[src/rtl/ema_deviation_regulator_macros.svh]
// assertion helpers shared by the rtl files
`ifndef EMA_DEVIATION_REGULATOR_MACROS_SVH
`define EMA_DEVIATION_REGULATOR_MACROS_SVH

// property checked on every clock edge outside reset
`define EDA_CHECK(lbl, prop, msg) \
   lbl: assert property (@(posedge clock) disable iff (reset) prop) \
      else $error(msg);

// property checked on every clock edge, reset included
`define EDA_CHECK_ALWAYS(lbl, prop, msg) \
   lbl: assert property (@(posedge clock) prop) else $error(msg);

`endif

[src/rtl/eda_pkg.sv]
`default_nettype none

package eda_pkg;

   // register map
   typedef enum logic [2:0] {
      REG_ENABLE      = 3'd0,
      REG_SMOOTHING   = 3'd1,
      REG_BAND_SCALE  = 3'd2,
      REG_SIGMA_FLOOR = 3'd3,
      REG_WARMUP      = 3'd4,
      REG_STALL_COUNT = 3'd5,
      REG_STALL_MEAN  = 3'd6,
      REG_STALL_PUSH  = 3'd7
   } reg_index_type;

   localparam logic        RST_ENABLE      = 1'b1;
   localparam logic [15:0] RST_SMOOTHING   = 16'd3277;
   localparam logic [11:0] RST_BAND_SCALE  = 12'd512;
   localparam logic [15:0] RST_SIGMA_FLOOR = 16'd1311;
   localparam logic [15:0] RST_WARMUP      = 16'd20;
   localparam logic [15:0] RST_STALL_COUNT = 16'd200;
   localparam logic [15:0] RST_STALL_MEAN  = 16'd22938;
   localparam logic [15:0] RST_STALL_PUSH  = 16'd16384;

   // iterative unit operation
   typedef enum logic {
      OP_DIV  = 1'b0,
      OP_SQRT = 1'b1
   } iter_op_type;

   typedef struct packed {
      logic        start;
      iter_op_type op;
   } iter_ctrl_type;

   typedef struct packed {
      logic busy;
      logic done;
   } iter_status_type;

   // sequencer states
   typedef enum logic [4:0] {
      S_IDLE,
      S_EFF_GO,
      S_EFF_WAIT,
      S_SIZE_GO,
      S_SIZE_WAIT,
      S_SCORE,
      S_MEAN,
      S_SQ,
      S_T1,
      S_DEV2,
      S_T2,
      S_ROOT_GO,
      S_ROOT_WAIT,
      S_CHECK,
      S_DEN,
      S_QUOT_GO,
      S_QUOT_WAIT,
      S_FINAL,
      S_OUT
   } seq_state_type;

   localparam logic [15:0] Q_ONE     = 16'h8000;
   localparam logic [15:0] Q_MAX_POS = 16'h7FFF;

endpackage

`default_nettype wire

[src/rtl/eda_ifaces.sv]
`default_nettype none

// input word channel
interface eda_req_if;
   logic               valid;
   logic               ready;
   logic signed [16:0] edge_count;
   logic signed [16:0] word_count;
   modport source (output valid, edge_count, word_count, input ready);
   modport sink   (input valid, edge_count, word_count, output ready);
endinterface

// result word channel
interface eda_rsp_if;
   logic               valid;
   logic               ready;
   logic        [15:0] score;
   logic signed [15:0] regulation;
   logic        [15:0] mean_now;
   logic        [15:0] sigma_now;
   logic        [15:0] count_now;
   modport source (output valid, score, regulation, mean_now, sigma_now, count_now,
                   input ready);
   modport sink   (input valid, score, regulation, mean_now, sigma_now, count_now,
                   output ready);
endinterface

`default_nettype wire

[src/rtl/ema_deviation_regulator.sv]
// ema_deviation_regulator
// Takes words of (edge_count, word_count) on req_if and returns one result word
// on rsp_if per word while enabled: quality score, moving mean and sigma after
// the update, sample count and a saturated Q1.15 regulation drive.
// With enable at zero a request word is taken and dropped, no result follows.
// One word is processed at a time: req_if.ready is high only while idle.
// The first sample skips the moving update, and during warm-up the regulation
// quotient is skipped. Most of the work is done by one shared divide /
// square-root unit (16 steps per use, up to four uses) and one shared
// multiplier used in six steps.
// A result stays on rsp_if until taken; the block waits while the receiver stalls,
// and takes the next request only after the result has gone.
// Configuration goes over the APB-style port (register i at byte 4*i, no wait
// states); the user must write it only while idle, the block does not enforce it.
// Reset (synchronous, active high) restores register defaults and clears mean,
// sigma and sample count; the block is ready in the cycle after reset.
`default_nettype none
`include "ema_deviation_regulator_macros.svh"

module ema_deviation_regulator import eda_pkg::*; #(
   parameter int COUNT_BITS = 16
) (
   input  wire logic        clock,
   input  wire logic        reset,
   eda_req_if.sink          req_if,
   eda_rsp_if.source        rsp_if,
   input  wire logic        psel,
   input  wire logic        penable,
   input  wire logic        pwrite,
   input  wire logic [4:0]  paddr,
   input  wire logic [31:0] pwdata,
   output logic [31:0]      prdata,
   output logic             pready
);

   localparam int CW = (COUNT_BITS > 17) ? COUNT_BITS : 17;

   // configuration registers
   logic        enable_ff;
   logic [15:0] smoothing_ff;
   logic [11:0] band_ff;
   logic [15:0] floor_ff;
   logic [15:0] warmup_ff;
   logic [15:0] stall_cnt_ff;
   logic [15:0] stall_mean_ff;
   logic [15:0] stall_push_ff;

   reg_index_type csr_idx;
   logic          csr_wr;

   assign pready  = 1'b1;
   assign csr_idx = reg_index_type'(paddr[4:2]);
   assign csr_wr  = psel && penable && pwrite;

   always_ff @(posedge clock) begin
      if (reset) begin
         enable_ff     <= RST_ENABLE;
         smoothing_ff  <= RST_SMOOTHING;
         band_ff       <= RST_BAND_SCALE;
         floor_ff      <= RST_SIGMA_FLOOR;
         warmup_ff     <= RST_WARMUP;
         stall_cnt_ff  <= RST_STALL_COUNT;
         stall_mean_ff <= RST_STALL_MEAN;
         stall_push_ff <= RST_STALL_PUSH;
      end else if (csr_wr) begin
         case (csr_idx)
            REG_ENABLE:      enable_ff     <= pwdata[0];
            REG_SMOOTHING:   smoothing_ff  <= pwdata[15:0];
            REG_BAND_SCALE:  band_ff       <= pwdata[11:0];
            REG_SIGMA_FLOOR: floor_ff      <= pwdata[15:0];
            REG_WARMUP:      warmup_ff     <= pwdata[15:0];
            REG_STALL_COUNT: stall_cnt_ff  <= pwdata[15:0];
            REG_STALL_MEAN:  stall_mean_ff <= pwdata[15:0];
            REG_STALL_PUSH:  stall_push_ff <= pwdata[15:0];
            default: ;
         endcase
      end
   end

   // register readback
   always_comb begin
      case (csr_idx)
         REG_ENABLE:      prdata = {31'd0, enable_ff};
         REG_SMOOTHING:   prdata = {16'd0, smoothing_ff};
         REG_BAND_SCALE:  prdata = {20'd0, band_ff};
         REG_SIGMA_FLOOR: prdata = {16'd0, floor_ff};
         REG_WARMUP:      prdata = {16'd0, warmup_ff};
         REG_STALL_COUNT: prdata = {16'd0, stall_cnt_ff};
         REG_STALL_MEAN:  prdata = {16'd0, stall_mean_ff};
         REG_STALL_PUSH:  prdata = {16'd0, stall_push_ff};
         default:         prdata = '0;
      endcase
   end

   // sequencer and datapath registers
   seq_state_type   st_ff, st_in;
   logic [15:0]     e_ff, e_in;
   logic [15:0]     w_ff, w_in;
   logic [15:0]     eff_ff, eff_in;
   logic [15:0]     score_ff, score_in;
   logic            dev_neg_ff, dev_neg_in;
   logic [15:0]     dev_mag_ff, dev_mag_in;
   logic [15:0]     mean_ff, mean_in;
   logic [15:0]     sigma_ff, sigma_in;
   logic [COUNT_BITS-1:0] cnt_ff, cnt_in;
   logic [31:0]     prod_ff, prod_in;
   logic [48:0]     acc_ff, acc_in;
   logic [27:0]     den_ff, den_in;
   logic            num_neg_ff, num_neg_in;
   logic [15:0]     mag_ff, mag_in;
   logic [15:0]     q_ff, q_in;
   logic [15:0]     reg_ff, reg_in;

   iter_ctrl_type   it_ctrl;
   iter_status_type it_status;
   logic [28:0]     it_rem0;
   logic [27:0]     it_den;
   logic [15:0]     it_result;

   logic            req_take;
   logic            first_sample;
   logic            warm;
   logic            stall_hit;
   logic [CW-1:0]   cnt_w;

   // shared multiplier
   logic [16:0]     mul_a;
   logic [31:0]     mul_b;
   logic [48:0]     mul_p;

   // score and mean arithmetic
   logic [16:0]     score_sum;
   logic [15:0]     score_c;
   logic [16:0]     dev_c;
   logic [33:0]     p_ceil;
   logic signed [18:0] mean_new;
   logic [15:0]     mean_sat;
   logic [15:0]     sig_sel;
   logic [16:0]     num_c;

   assign req_take     = req_if.valid && req_if.ready;
   assign first_sample = (cnt_ff == '0);
   assign cnt_w        = CW'(cnt_ff);
   assign warm         = (cnt_w < CW'(warmup_ff));
   assign stall_hit    = (cnt_w > CW'(stall_cnt_ff)) && (sigma_ff < floor_ff)
                         && (mean_ff < stall_mean_ff);

   // next state
   always_comb begin
      st_in = st_ff;
      case (st_ff)
         S_IDLE:      if (req_take && enable_ff) st_in = S_EFF_GO;
         S_EFF_GO:    st_in = S_EFF_WAIT;
         S_EFF_WAIT:  if (it_status.done) st_in = S_SIZE_GO;
         S_SIZE_GO:   st_in = S_SIZE_WAIT;
         S_SIZE_WAIT: if (it_status.done) st_in = S_SCORE;
         S_SCORE:     st_in = first_sample ? S_OUT : S_MEAN;
         S_MEAN:      st_in = S_SQ;
         S_SQ:        st_in = S_T1;
         S_T1:        st_in = S_DEV2;
         S_DEV2:      st_in = S_T2;
         S_T2:        st_in = S_ROOT_GO;
         S_ROOT_GO:   st_in = S_ROOT_WAIT;
         S_ROOT_WAIT: if (it_status.done) st_in = S_CHECK;
         S_CHECK:     st_in = warm ? S_OUT : S_DEN;
         S_DEN:       st_in = S_QUOT_GO;
         S_QUOT_GO: begin
            if (mag_ff == '0 || {5'd0, mag_ff, 7'd0} >= den_ff) st_in = S_FINAL;
            else st_in = S_QUOT_WAIT;
         end
         S_QUOT_WAIT: if (it_status.done) st_in = S_FINAL;
         S_FINAL:     st_in = S_OUT;
         S_OUT:       if (rsp_if.ready) st_in = S_IDLE;
         default:     st_in = S_IDLE;
      endcase
   end

   // unit and multiplier operand selection
   always_comb begin
      it_ctrl.start = 1'b0;
      it_ctrl.op    = OP_DIV;
      it_rem0       = {7'd0, w_ff, 6'd0};
      it_den        = {5'd0, 7'd0, w_ff} + {12'd0, e_ff} + {6'd0, w_ff, 6'd0} + 28'd64
                      - {12'd0, w_ff};
      mul_a         = {1'b0, smoothing_ff};
      mul_b         = {16'd0, dev_mag_ff};
      case (st_ff)
         S_EFF_GO: begin
            it_ctrl.start = 1'b1;
         end
         S_SIZE_GO: begin
            it_ctrl.start = 1'b1;
            it_rem0       = {13'd0, w_ff};
            it_den        = {12'd0, w_ff} + 28'd4;
         end
         S_ROOT_GO: begin
            it_ctrl.start = 1'b1;
            it_ctrl.op    = OP_SQRT;
         end
         S_QUOT_GO: begin
            it_ctrl.start = (mag_ff != '0) && ({5'd0, mag_ff, 7'd0} < den_ff);
            it_rem0       = {6'd0, mag_ff, 7'd0};
            it_den        = den_ff;
         end
         S_SQ: begin
            mul_a = {1'b0, sigma_ff};
            mul_b = {16'd0, sigma_ff};
         end
         S_T1: begin
            mul_a = 17'h10000 - {1'b0, smoothing_ff};
            mul_b = prod_ff;
         end
         S_DEV2: begin
            mul_a = {1'b0, dev_mag_ff};
         end
         S_T2: begin
            mul_b = prod_ff;
         end
         S_DEN: begin
            mul_a = {5'd0, band_ff};
            mul_b = {16'd0, sig_sel};
         end
         default: ;
      endcase
   end

   assign mul_p = 49'(mul_a) * 49'(mul_b);

   eda_iter_unit u_iter (
      .clock    (clock),
      .reset    (reset),
      .ctrl     (it_ctrl),
      .div_rem0 (it_rem0),
      .div_den  (it_den),
      .sqrt_val (acc_ff[47:16]),
      .status   (it_status),
      .result   (it_result)
   );

   // score, deviation and mean update
   always_comb begin
      score_sum = {1'b0, eff_ff} + {1'b0, it_result};
      score_c   = score_sum[16:1];
      dev_c     = {1'b0, score_c} - {1'b0, mean_ff};
      p_ceil    = {1'b0, mul_p[32:0]} + 34'd65535;
      if (dev_neg_ff) mean_new = {3'd0, mean_ff} - {1'b0, p_ceil[33:16]};
      else            mean_new = {3'd0, mean_ff} + {2'd0, mul_p[32:16]};
      if (mean_new < 0)                  mean_sat = '0;
      else if (mean_new > 19'sd65535)    mean_sat = 16'hFFFF;
      else                               mean_sat = mean_new[15:0];
      sig_sel   = (sigma_ff < floor_ff) ? floor_ff : sigma_ff;
      num_c     = {1'b0, score_ff} - {1'b0, mean_ff};
   end

   // datapath updates
   always_comb begin
      e_in       = e_ff;
      w_in       = w_ff;
      eff_in     = eff_ff;
      score_in   = score_ff;
      dev_neg_in = dev_neg_ff;
      dev_mag_in = dev_mag_ff;
      mean_in    = mean_ff;
      sigma_in   = sigma_ff;
      cnt_in     = cnt_ff;
      prod_in    = prod_ff;
      acc_in     = acc_ff;
      den_in     = den_ff;
      num_neg_in = num_neg_ff;
      mag_in     = mag_ff;
      q_in       = q_ff;
      reg_in     = reg_ff;
      case (st_ff)
         S_IDLE: begin
            // negative counts clamp to zero
            e_in = req_if.edge_count[16] ? 16'd0 : req_if.edge_count[15:0];
            w_in = req_if.word_count[16] ? 16'd0 : req_if.word_count[15:0];
         end
         S_EFF_WAIT: if (it_status.done) eff_in = it_result;
         S_SCORE: begin
            score_in   = score_c;
            dev_neg_in = dev_c[16];
            dev_mag_in = dev_c[16] ? 16'(17'd0 - dev_c) : dev_c[15:0];
            if (first_sample) begin
               mean_in  = score_c;
               sigma_in = '0;
               cnt_in   = COUNT_BITS'(1);
               reg_in   = '0;
            end
         end
         S_MEAN:  mean_in = mean_sat;
         S_SQ:    prod_in = mul_p[31:0];
         S_T1:    acc_in  = mul_p;
         S_DEV2:  prod_in = mul_p[31:0];
         S_T2:    acc_in  = acc_ff + mul_p;
         S_ROOT_WAIT: begin
            if (it_status.done) begin
               sigma_in = it_result;
               if (cnt_ff != '1) cnt_in = cnt_ff + COUNT_BITS'(1);
            end
         end
         S_CHECK: begin
            reg_in     = '0;
            num_neg_in = num_c[16];
            mag_in     = num_c[16] ? 16'(17'd0 - num_c) : num_c[15:0];
         end
         S_DEN: den_in = mul_p[27:0];
         S_QUOT_GO: begin
            if (mag_ff == '0) q_in = '0;
            else q_in = Q_ONE;
         end
         S_QUOT_WAIT: begin
            if (it_status.done) q_in = (it_result > Q_ONE) ? Q_ONE : it_result;
         end
         S_FINAL: begin
            if (stall_hit)       reg_in = stall_push_ff;
            else if (num_neg_ff) reg_in = (q_ff == Q_ONE) ? Q_MAX_POS : q_ff;
            else                 reg_in = 16'(17'd0 - {1'b0, q_ff});
         end
         default: ;
      endcase
   end

   always_ff @(posedge clock) begin
      if (reset) begin
         st_ff    <= S_IDLE;
         mean_ff  <= '0;
         sigma_ff <= '0;
         cnt_ff   <= '0;
      end else begin
         st_ff    <= st_in;
         mean_ff  <= mean_in;
         sigma_ff <= sigma_in;
         cnt_ff   <= cnt_in;
      end
      e_ff       <= e_in;
      w_ff       <= w_in;
      eff_ff     <= eff_in;
      score_ff   <= score_in;
      dev_neg_ff <= dev_neg_in;
      dev_mag_ff <= dev_mag_in;
      prod_ff    <= prod_in;
      acc_ff     <= acc_in;
      den_ff     <= den_in;
      num_neg_ff <= num_neg_in;
      mag_ff     <= mag_in;
      q_ff       <= q_in;
      reg_ff     <= reg_in;
   end

   // channel outputs
   assign req_if.ready      = (st_ff == S_IDLE);
   assign rsp_if.valid      = (st_ff == S_OUT);
   assign rsp_if.score      = score_ff;
   assign rsp_if.regulation = reg_ff;
   assign rsp_if.mean_now   = mean_ff;
   assign rsp_if.sigma_now  = sigma_ff;
   assign rsp_if.count_now  = (cnt_w > CW'(16'hFFFF)) ? 16'hFFFF : cnt_w[15:0];

   `EDA_CHECK(a_no_start_while_busy, it_ctrl.start |-> !it_status.busy, "iterative unit started while busy")
   `EDA_CHECK(a_count_monotonic, cnt_ff >= $past(cnt_ff), "sample count went down")
   `EDA_CHECK(a_first_sample_zero_drive, (rsp_if.valid && cnt_ff == COUNT_BITS'(1)) |-> (reg_ff == '0), "first sample drives regulation")

endmodule

`default_nettype wire

[src/rtl/eda_iter_unit.sv]
`default_nettype none
`include "ema_deviation_regulator_macros.svh"

// shared restoring divider / square root, one result bit per cycle, 16 result bits
module eda_iter_unit import eda_pkg::*; (
   input  wire logic            clock,
   input  wire logic            reset,
   input  wire iter_ctrl_type   ctrl,
   input  wire logic [28:0]     div_rem0,
   input  wire logic [27:0]     div_den,
   input  wire logic [31:0]     sqrt_val,
   output iter_status_type      status,
   output logic [15:0]          result
);

   logic        busy_ff, busy_in;
   logic        done_ff, done_in;
   iter_op_type op_ff, op_in;
   logic [3:0]  step_ff, step_in;
   logic [28:0] rem_ff, rem_in;
   logic [27:0] den_ff, den_in;
   logic [31:0] val_ff, val_in;
   logic [15:0] res_ff, res_in;

   logic [29:0] opnd_a;
   logic [29:0] opnd_b;
   logic [29:0] diff;
   logic        geq;

   // shared compare and subtract
   always_comb begin
      if (op_ff == OP_DIV) begin
         opnd_a = {rem_ff, 1'b0};
         opnd_b = {2'b00, den_ff};
      end else begin
         opnd_a = {12'd0, rem_ff[15:0], val_ff[31:30]};
         opnd_b = {12'd0, res_ff, 2'b01};
      end
      diff = opnd_a - opnd_b;
      geq  = (opnd_a >= opnd_b);
   end

   // step control
   always_comb begin
      busy_in = busy_ff;
      done_in = 1'b0;
      op_in   = op_ff;
      step_in = step_ff;
      rem_in  = rem_ff;
      den_in  = den_ff;
      val_in  = val_ff;
      res_in  = res_ff;
      if (ctrl.start && !busy_ff) begin
         busy_in = 1'b1;
         op_in   = ctrl.op;
         step_in = '0;
         rem_in  = (ctrl.op == OP_DIV) ? div_rem0 : 29'd0;
         den_in  = div_den;
         val_in  = sqrt_val;
         res_in  = '0;
      end else if (busy_ff) begin
         rem_in  = geq ? diff[28:0] : opnd_a[28:0];
         res_in  = {res_ff[14:0], geq};
         val_in  = {val_ff[29:0], 2'b00};
         step_in = step_ff + 4'd1;
         if (step_ff == 4'd15) begin
            busy_in = 1'b0;
            done_in = 1'b1;
         end
      end
   end

   always_ff @(posedge clock) begin
      if (reset) begin
         busy_ff <= 1'b0;
         done_ff <= 1'b0;
         op_ff   <= OP_DIV;
         step_ff <= '0;
      end else begin
         busy_ff <= busy_in;
         done_ff <= done_in;
         op_ff   <= op_in;
         step_ff <= step_in;
      end
      rem_ff <= rem_in;
      den_ff <= den_in;
      val_ff <= val_in;
      res_ff <= res_in;
   end

   assign status.busy = busy_ff;
   assign status.done = done_ff;
   assign result      = res_ff;

   `EDA_CHECK(a_div_rem_below_den, (busy_ff && op_ff == OP_DIV) |-> (rem_ff < {1'b0, den_ff}), "divider remainder reached divisor")
   `EDA_CHECK(a_sqrt_rem_bound, (busy_ff && op_ff == OP_SQRT) |-> (rem_ff <= {12'd0, res_ff, 1'b0}), "root remainder above twice the root")
   `EDA_CHECK(a_done_ends_run, done_ff |-> (!busy_ff && $past(busy_ff)), "done without a finished run")

endmodule

`default_nettype wire

[src/flat_wrapper.sv]
// flat-port wrapper written by rule: the top's interface ports become plain ports
module ema_deviation_regulator_flat import eda_pkg::*;
#(
   parameter int COUNT_BITS = 16
)
  (clock, reset, psel, penable, pwrite, paddr, pwdata, prdata, pready, req_if_valid, req_if_edge_count, req_if_word_count, req_if_ready, rsp_if_valid, rsp_if_score, rsp_if_regulation, rsp_if_mean_now, rsp_if_sigma_now, rsp_if_count_now, rsp_if_ready);
  eda_req_if req_if_i ();
  eda_rsp_if rsp_if_i ();
  input  wire logic clock;
  input  wire logic reset;
  input  wire logic psel;
  input  wire logic penable;
  input  wire logic pwrite;
  input  wire logic [4:0] paddr;
  input  wire logic [31:0] pwdata;
  output logic [31:0] prdata;
  output logic pready;
  input wire logic [$bits(req_if_i.valid)-1:0] req_if_valid;
  input wire logic [$bits(req_if_i.edge_count)-1:0] req_if_edge_count;
  input wire logic [$bits(req_if_i.word_count)-1:0] req_if_word_count;
  output wire logic [$bits(req_if_i.ready)-1:0] req_if_ready;
  output wire logic [$bits(rsp_if_i.valid)-1:0] rsp_if_valid;
  output wire logic [$bits(rsp_if_i.score)-1:0] rsp_if_score;
  output wire logic [$bits(rsp_if_i.regulation)-1:0] rsp_if_regulation;
  output wire logic [$bits(rsp_if_i.mean_now)-1:0] rsp_if_mean_now;
  output wire logic [$bits(rsp_if_i.sigma_now)-1:0] rsp_if_sigma_now;
  output wire logic [$bits(rsp_if_i.count_now)-1:0] rsp_if_count_now;
  input wire logic [$bits(rsp_if_i.ready)-1:0] rsp_if_ready;
  assign req_if_i.valid = req_if_valid;
  assign req_if_i.edge_count = req_if_edge_count;
  assign req_if_i.word_count = req_if_word_count;
  assign req_if_ready = req_if_i.ready;
  assign rsp_if_valid = rsp_if_i.valid;
  assign rsp_if_score = rsp_if_i.score;
  assign rsp_if_regulation = rsp_if_i.regulation;
  assign rsp_if_mean_now = rsp_if_i.mean_now;
  assign rsp_if_sigma_now = rsp_if_i.sigma_now;
  assign rsp_if_count_now = rsp_if_i.count_now;
  assign rsp_if_i.ready = rsp_if_ready;
  ema_deviation_regulator #(.COUNT_BITS(COUNT_BITS)) u_core (.clock(clock), .reset(reset), .req_if(req_if_i), .rsp_if(rsp_if_i), .psel(psel), .penable(penable), .pwrite(pwrite), .paddr(paddr), .pwdata(pwdata), .prdata(prdata), .pready(pready));
endmodule
[config.mk]
export PLATFORM = sky130hd
export DESIGN_NAME = ema_deviation_regulator_flat
export DESIGN_NICKNAME = d
export VERILOG_FILES = /design/src/rtl/eda_pkg.sv /design/src/rtl/eda_ifaces.sv /design/src/rtl/ema_deviation_regulator.sv /design/src/rtl/eda_iter_unit.sv /design/src/flat_wrapper.sv
export VERILOG_INCLUDE_DIRS = /design/src /design/src/rtl
export SDC_FILE = /design/constraint.sdc
export NUM_CORES = 2
export LEC_CHECK = 0
export BUFFER_PORTS_ARGS = -buffer_cell sky130_fd_sc_hd__buf_2
export CORE_ASPECT_RATIO = 1.4
export CORE_MARGIN = 3
export CORE_UTILIZATION = 23
export DETAILED_ROUTE_END_ITERATION = 16
export SETUP_SLACK_MARGIN = 0.3
export SYNTH_ARGS = -nofsm -noshare
export SYNTH_HDL_FRONTEND = slang
export SYNTH_SLANG_ARGS = --single-unit
[constraint.sdc]
create_clock -name clock -period 11.1 [get_ports clock]
set_input_delay 2.775 -clock clock [delete_from_list [all_inputs] [get_ports clock]]
set_output_delay 2.775 -clock clock [all_outputs]
set_load 0.05 [all_outputs]
## After elaboration in Yosys (flattened, before gate mapping)

Cells that the tools add are included.

| storage, ports and cells | value |
|---|---|
| output and inout bits | 115 |
| flip-flop bits (word level) | 513 |
| word-level logic and storage cells | 196 |

| operators by class | value |
|---|---|
| $mul | 1 |
| reduce and logical (&&, ||, !) cells | 41 |
| muxes and demuxes | 54 |
| equal/unequal tests | 36 |
| add/sub/neg operators | 19 |
| $lt $le $gt $ge | 11 |
| bitwise logic cells | 1 |

Operators with widths:

| operator | number |
|---|---|
| 16-bit 2-to-1 mux | 18 |
| 32-bit case mux with 8 select lines | 1 |
| 16-bit case mux with 2 select lines | 4 |
| 29-bit 2-to-1 mux | 4 |
| 49-bit case mux with 2 select lines | 1 |
| 32-bit case mux with 3 select lines | 1 |
| 5-bit case mux with 19 select lines | 1 |
| 17-bit case mux with 4 select lines | 1 |
| 32-bit 2-to-1 mux | 2 |
| 28-bit case mux with 2 select lines | 1 |
| 49-bit adder | 1 |
| 17-bit by 32-bit multiplier with 49-bit output | 1 |
| 16-bit < comparator | 3 |
| 16-bit case mux with 3 select lines | 1 |
| 1-bit by 16-bit subtractor with 16-bit output (first input constant) | 3 |
| 23-bit case mux with 2 select lines | 1 |
| 5-bit by 4-bit == test with 1-bit output (second input constant) | 8 |
| 5-bit 2-to-1 mux | 8 |
| 16-bit by 16-bit adder with 17-bit output | 2 |
| 33-bit by 16-bit adder with 34-bit output (second input constant) | 1 |
| 16-bit by 16-bit subtractor with 17-bit output | 2 |
| 16-bit > comparator (second input constant) | 2 |
| 16-bit logical NOT | 2 |
| 30-bit by 28-bit >= comparator with 1-bit output | 1 |
| other kinds (47) | 93 |

## Longest topological paths before layout

| logic depth | value |
|---|---|
| depth in word-level cells | 11 |
| depth in mapped cells | 49 |
| gate-level depth less buffers | 46 |

## Cells and area by module

From an unflattened synthesis, not the netlist that was laid out.

| unflattened totals | value |
|---|---|
| cells, all modules | 5956 |
| area, all modules | 52336.4 um2 |

By module, submodules not included:

| module | area an instance (um2) | cells each | instances |
|---|---|---|---|
| ema_deviation_regulator | 45728.9 | 5265 | 1 |
| eda_iter_unit | 6607.6 | 691 | 1 |

## Worst setup path before layout

OpenSTA, ideal clock, no wires.

| timing path | value |
|---|---|
| path kind | register to register |
| start point | register u_core.sigma_ff[12], in the netlist u_core.rsp_if.sigma_now[12] |
| end point | register u_core.mean_ff[4], in the netlist u_core.rsp_if.mean_now[4] |
| stages on the path, launching flop included | 42 |
| path buffers | 3 |
| path slack | -312 ps |
| data required time | 10968 ps |
| arrival time | 11280 ps |
| cell sequence | dfxtp_1 ha_1 and4_1 and3_1 a221o_1 or2_2 clkbuf_1 buf_1 nor2_1 a21oi_1 o21ai_1 nand2_1 fa_1 fa_1 fa_1 fa_1 inv_1 fa_1 [6 not listed] o311ai_0 nand4b_1 or2_2 and2_1 and3_1 or2_2 ha_1 o31ai_1 a211oi_1 nor4b_1 o41ai_1 a21oi_1 o2111ai_1 or4_1 o211a_2 buf_6 o31ai_2 a21oi_1 |

| on the way | value |
|---|---|
| cells in the longest elaborated chain, start to end | 11 |
| elaborated cells on any way between the ends | 14 |
| those cells by class | 3 x add/sub; 1 x mul; 3 x order compare; 7 x mux |

RTL lines:

| item | RTL line | text |
|---|---|---|
| from (decl) | ema_deviation_regulator.sv:104 | `logic [15:0] sigma_ff, sigma_in;` |
| from (signal assigned) | ema_deviation_regulator.sv:333 | `sigma_ff <= sigma_in;` |
| 16-bit < comparator | ema_deviation_regulator.sv:251 | `sig_sel = (sigma_ff < floor_ff) ? floor_ff : sigma_ff;` |
| 16-bit 2-to-1 mux | ema_deviation_regulator.sv:251 |  |
| 32-bit case mux with 3 select lines | ema_deviation_regulator.sv:187 | `case (st_ff)` |
| 17-bit by 32-bit multiplier with 49-bit output (*) | ema_deviation_regulator.sv:227 | `assign mul_p = 49'(mul_a) * 49'(mul_b);` |
| via u_core.mul_p[15] | ema_deviation_regulator.sv:129 | `logic [48:0] mul_p;` |
| 33-bit by 16-bit adder with 34-bit output (*) | ema_deviation_regulator.sv:245 | `p_ceil = {1'b0, mul_p[32:0]} + 34'd65535;` |
| 16-bit by 18-bit subtractor with 19-bit output (*) | ema_deviation_regulator.sv:246 | `if (dev_neg_ff) mean_new = {3'd0, mean_ff} - {1'b0, p_ceil[33:16]};` |
| 19-bit 2-to-1 mux (*) | ema_deviation_regulator.sv:246 |  |
| 19-bit by 17-bit > comparator with 1-bit output | ema_deviation_regulator.sv:249 | `else if (mean_new > 19'sd65535) mean_sat = 16'hFFFF;` |
| 16-bit 2-to-1 mux | ema_deviation_regulator.sv:249 |  |
| 16-bit 2-to-1 mux (*) | ema_deviation_regulator.sv:248 | `if (mean_new < 0) mean_sat = '0;` |
| 16-bit case mux with 2 select lines (*) | ema_deviation_regulator.sv:273 | `case (st_ff)` |
| to (signal assigned) | ema_deviation_regulator.sv:332 | `mean_ff <= mean_in;` |
| to (decl) | ema_deviation_regulator.sv:103 | `logic [15:0] mean_ff, mean_in;` |

The timed path passes the listed nets; every way through them passes the cells marked *.
A chain may end at the register's enable or synchronous reset.

## Worst setup path in the final report

| timing path | value |
|---|---|
| start point | register u_core.floor_ff[15] |
| end point | register u_core.mean_ff[4], in the netlist u_core.rsp_if.mean_now[4] |

| on the way | value |
|---|---|
| cells in the longest elaborated chain, start to end | 11 |
| elaborated cells on any way between the ends | 13 |
| those cells by class | 3 x add/sub; 1 x mul; 3 x order compare; 6 x mux |

RTL lines:

| item | RTL line | text |
|---|---|---|
| from (decl) | ema_deviation_regulator.sv:42 | `logic [15:0] floor_ff;` |
| from (signal assigned) | ema_deviation_regulator.sv:70 | `REG_SIGMA_FLOOR: floor_ff <= pwdata[15:0];` |
| 16-bit < comparator | ema_deviation_regulator.sv:251 |  |
| 16-bit 2-to-1 mux (*) | ema_deviation_regulator.sv:251 |  |
| 32-bit case mux with 3 select lines (*) | ema_deviation_regulator.sv:187 |  |
| 17-bit by 32-bit multiplier with 49-bit output (*) | ema_deviation_regulator.sv:227 |  |
| 33-bit by 16-bit adder with 34-bit output | ema_deviation_regulator.sv:245 |  |
| 16-bit by 18-bit subtractor with 19-bit output | ema_deviation_regulator.sv:246 |  |
| 19-bit 2-to-1 mux (*) | ema_deviation_regulator.sv:246 |  |
| 19-bit by 17-bit > comparator with 1-bit output | ema_deviation_regulator.sv:249 |  |
| 16-bit 2-to-1 mux | ema_deviation_regulator.sv:249 |  |
| 16-bit 2-to-1 mux (*) | ema_deviation_regulator.sv:248 |  |
| 16-bit case mux with 2 select lines (*) | ema_deviation_regulator.sv:273 |  |

Every way passes the cells marked *; elsewhere a longest branch is shown, timed or not.

==> impl_metrics.toml <==
[route]
wl_per_cell_um = 20.1
postRouteAntennaNets = 0
drcViolationCount = 0
viasPerCell = 4.88
num_vias = 46573
drt-total-wl_um = 192000
firstDrtPassIters = 9
drt-initial-drc-count = 3612

[die]
coreArea_um2 = 226000
fp-row-count = 206
die_width_um = 409
ios = 193
start_util = 0.232
die_area_um2 = 234000
die_h_um = 571

[final_layout]
postLayoutCoreUtil = 0.281
drive_gt1_frac = 0.178
layout_commonest_cell = "nand2_1"
final_cell_mix = "923 x nand2_1, 621 x inv_1, 524 x buf_4"
multi_input_area_um2 = 36700
syn_to_final_growth_pct = 21.2
nFillCells = 23847
nets = 7460
seqCellArea_um2 = 13600

[run_status]
status = "finished clean"

[grt]
grt-ovfl-total = 0
antenna_found_initial = 3
grt_max_degree = 97
grtUsageTotal = 0.158
grt_pass1_wl_um = 286000
grt_pass1_vias = 47403

[placement]
gp_congestion = 0.943
post-dp-hpwl_um = 153000
port_buffers = 157
place_ws_ns = -0.426

[setup_path]
crit_required_ns = 11.61
cpPeakStageDelay_ns = 0.59
cp_max_fo = 8
r2r_setup_slack_ns = 0.37
arrival_ns = 11.25
critical-path-top-delay-family = "adder cells"
cp-start-kind = "flop"
crit_path_end_kind = "flop"
r2r_end = "u_core.rsp_if.mean_now[4]$_SDFFE_PP0P_"
slowest_stage = "fa_1"
reg2regPathDepth = 50
r2r-start = "u_core.floor_ff[15]$_SDFFE_PP0P_"
worstSetupPathType = "reg2reg"
path_buf_inv = 14

[logic_synthesis]
synth_edf_count = 327
synthTopCellsByArea = "edfxtp_1 19%, fa_1 18%, ha_1 10%"
synth_largest_area_cell = "edfxtp_1"
yosysWarnings = 0
synth.avg_cell_area_um2 = 8.77
syn-instance-count = 5974
synth-seq-area-share = 0.258
ys_types = 107
ys.flop_type = "edfxtp_1"
ys_seq_elements = 512
async_flop_share = 0
syn-cell-area_um2 = 52400
yosysTopAreaCellShare = 0.187

[worst_hold_path]
min_to = "u_core.stall_cnt_ff[2]$_SDFFE_PP0P_"
hold_class = "reg2reg"
hold_start = "u_core.stall_cnt_ff[2]$_SDFFE_PP0P_"
hold_path_depth = 2

[timing]
relSlewSlack = 0.145
rsz0062_at_grt = "true"
worst_pin_slew_ns = 1.28
drv_slew = 0
finClkSkew_ns = 0.0401
setup_violations = 0
fmax_mhz = 93.2
tns_ns = 0
fin_crit_sh = 0.967
setup_ws_ns = 0.365
finalHoldViolations = 0
min_period_ns = 10.73

[clocking]
clk_pin_slew_ns = 0.07
clk_latency_ns = 0.66
cts_tree = "built"
root_buffer = "clkbuf_16"
cts_sinks = 512
cts_htree_levels = 2
clock_path_buffers = 3
cts_made_buffers = 52

[run]
max_cap_viol_count = 0
==> through the flow <==
stage | hold WS (ns) | area (um2) | instances
finish | 0.463 | 63500 | 9547
global route | 0.476 | 63500 | 9547
detailed placement | 0.451 | 59800 | 9386
CTS | 0.461 | 62200 | 9510
floorplan | 0.436 | 52500 | 5989
global placement | 0.444 | 59800 | 9386
==> state kept, by name (all words and copies together), names as in the netlist, 28 cells and up <==
signal	count
u_core.acc_ff	48
u_core.prod_ff	32
u_core.u_iter.val_ff	32
u_core.u_iter.rem_ff	29
u_core.den_ff	28
u_core.u_iter.den_ff	28
==> Yosys cell counts (54+ instances only) <==
cell	number
nor3_1	120
nor2b_1	73
nor2_1	459
xnor2_1	177
nand2b_1	60
xor2_1	88
nand2_1	941
a21oi_1	370
a21o_1	103
o21ai_0	226
nand3_1	123
dfxtp_1	185
fa_1	467
ha_1	427
clkbuf_1	223
o21a_1	54
edfxtp_1	327
inv_1	642
and2_1	94
==> kinds of logic after synthesis <==
kind of cell | Yosys count | synth area share
flops | 512 | 0.258
fa+ha+maj | 894 | 0.280
mux | 95 | 0.0216
other cells | 2 | 0.000143
simple gates | 2097 | 0.180
buf+inv | 919 | 0.0676
xor+xnor | 267 | 0.0451
compound gates | 1188 | 0.147
==> worst max path at each step <==
stage | startpoint | end | slack [ns] | depth (start not counted)
2_1_floorplan | u_core.rsp_if.sigma_now[14]$_SDFFE_PP0P_ | u_core.rsp_if.mean_now[4]$_SDFFE_PP0P_ | 0.32 | 45
3_3_place_gp | u_core.floor_ff[13]$_SDFFE_PP0P_ | u_core.rsp_if.mean_now[12]$_SDFFE_PP0P_ | -0.37 | 45
3_5_place_dp | u_core.floor_ff[14]$_SDFFE_PP0P_ | u_core.rsp_if.mean_now[12]$_SDFFE_PP0P_ | -0.43 | 45
4_1_cts | u_core.floor_ff[10]$_SDFFE_PP1P_ | u_core.rsp_if.mean_now[4]$_SDFFE_PP0P_ | 0.30 | 45
5_1_grt | u_core.floor_ff[15]$_SDFFE_PP0P_ | u_core.rsp_if.mean_now[4]$_SDFFE_PP0P_ | 0.06 | 49
6_report | u_core.floor_ff[15]$_SDFFE_PP0P_ | u_core.rsp_if.mean_now[4]$_SDFFE_PP0P_ | 0.37 | 50
==> layout make-up <==
class / instances / share of cell area
antenna: 1 / 0.0000394
clock buffer: 69 / 0.0230
clock inverter: 27 / 0.00581
inverter: 649 / 0.0385
multi-input combinational: 4561 / 0.578
sequential: 512 / 0.214
tap: 3016 / 0.0594
timing repair buffer: 712 / 0.0813
==> worst register-to-register path, delay by kind of cell, from the launching register on <==
kind                       cells  cell delay (ns)
adders and majority gates      9             3.98
AOI/OAI and AO/OA             11             1.96
and+or+nand+nor               14             2.32
buffers and inverters         14             1.73
muxes                          1             0.16
xor gates and xnor gates       1             0.08
DFF                            1             0.36
==> repair_timing <==
action / CTS / global route
setup endpoints to repair: 24 / 28
pin swaps: 53 / 120
gates resized for setup: 86 / 235
hold buffers: 0 / 0
cloned: 2 / 2
setup buffers: 26 / 34
==> per-layer routing <==
metal | track usage | share of wire | vias up
li1 | - | - | 21350
met5 | 0 | 0.00011 | -
met2 | 0.286 | 0.50 | 1682
met3 | 0.0159 | 0.047 | 589
met4 | 0.114 | 0.085 | 4
met1 | 0.172 | 0.36 | 22948
Power is left out: the tool's default activity adds up to more than one toggle a clock period on the data nets, which glitch-free logic cannot reach.
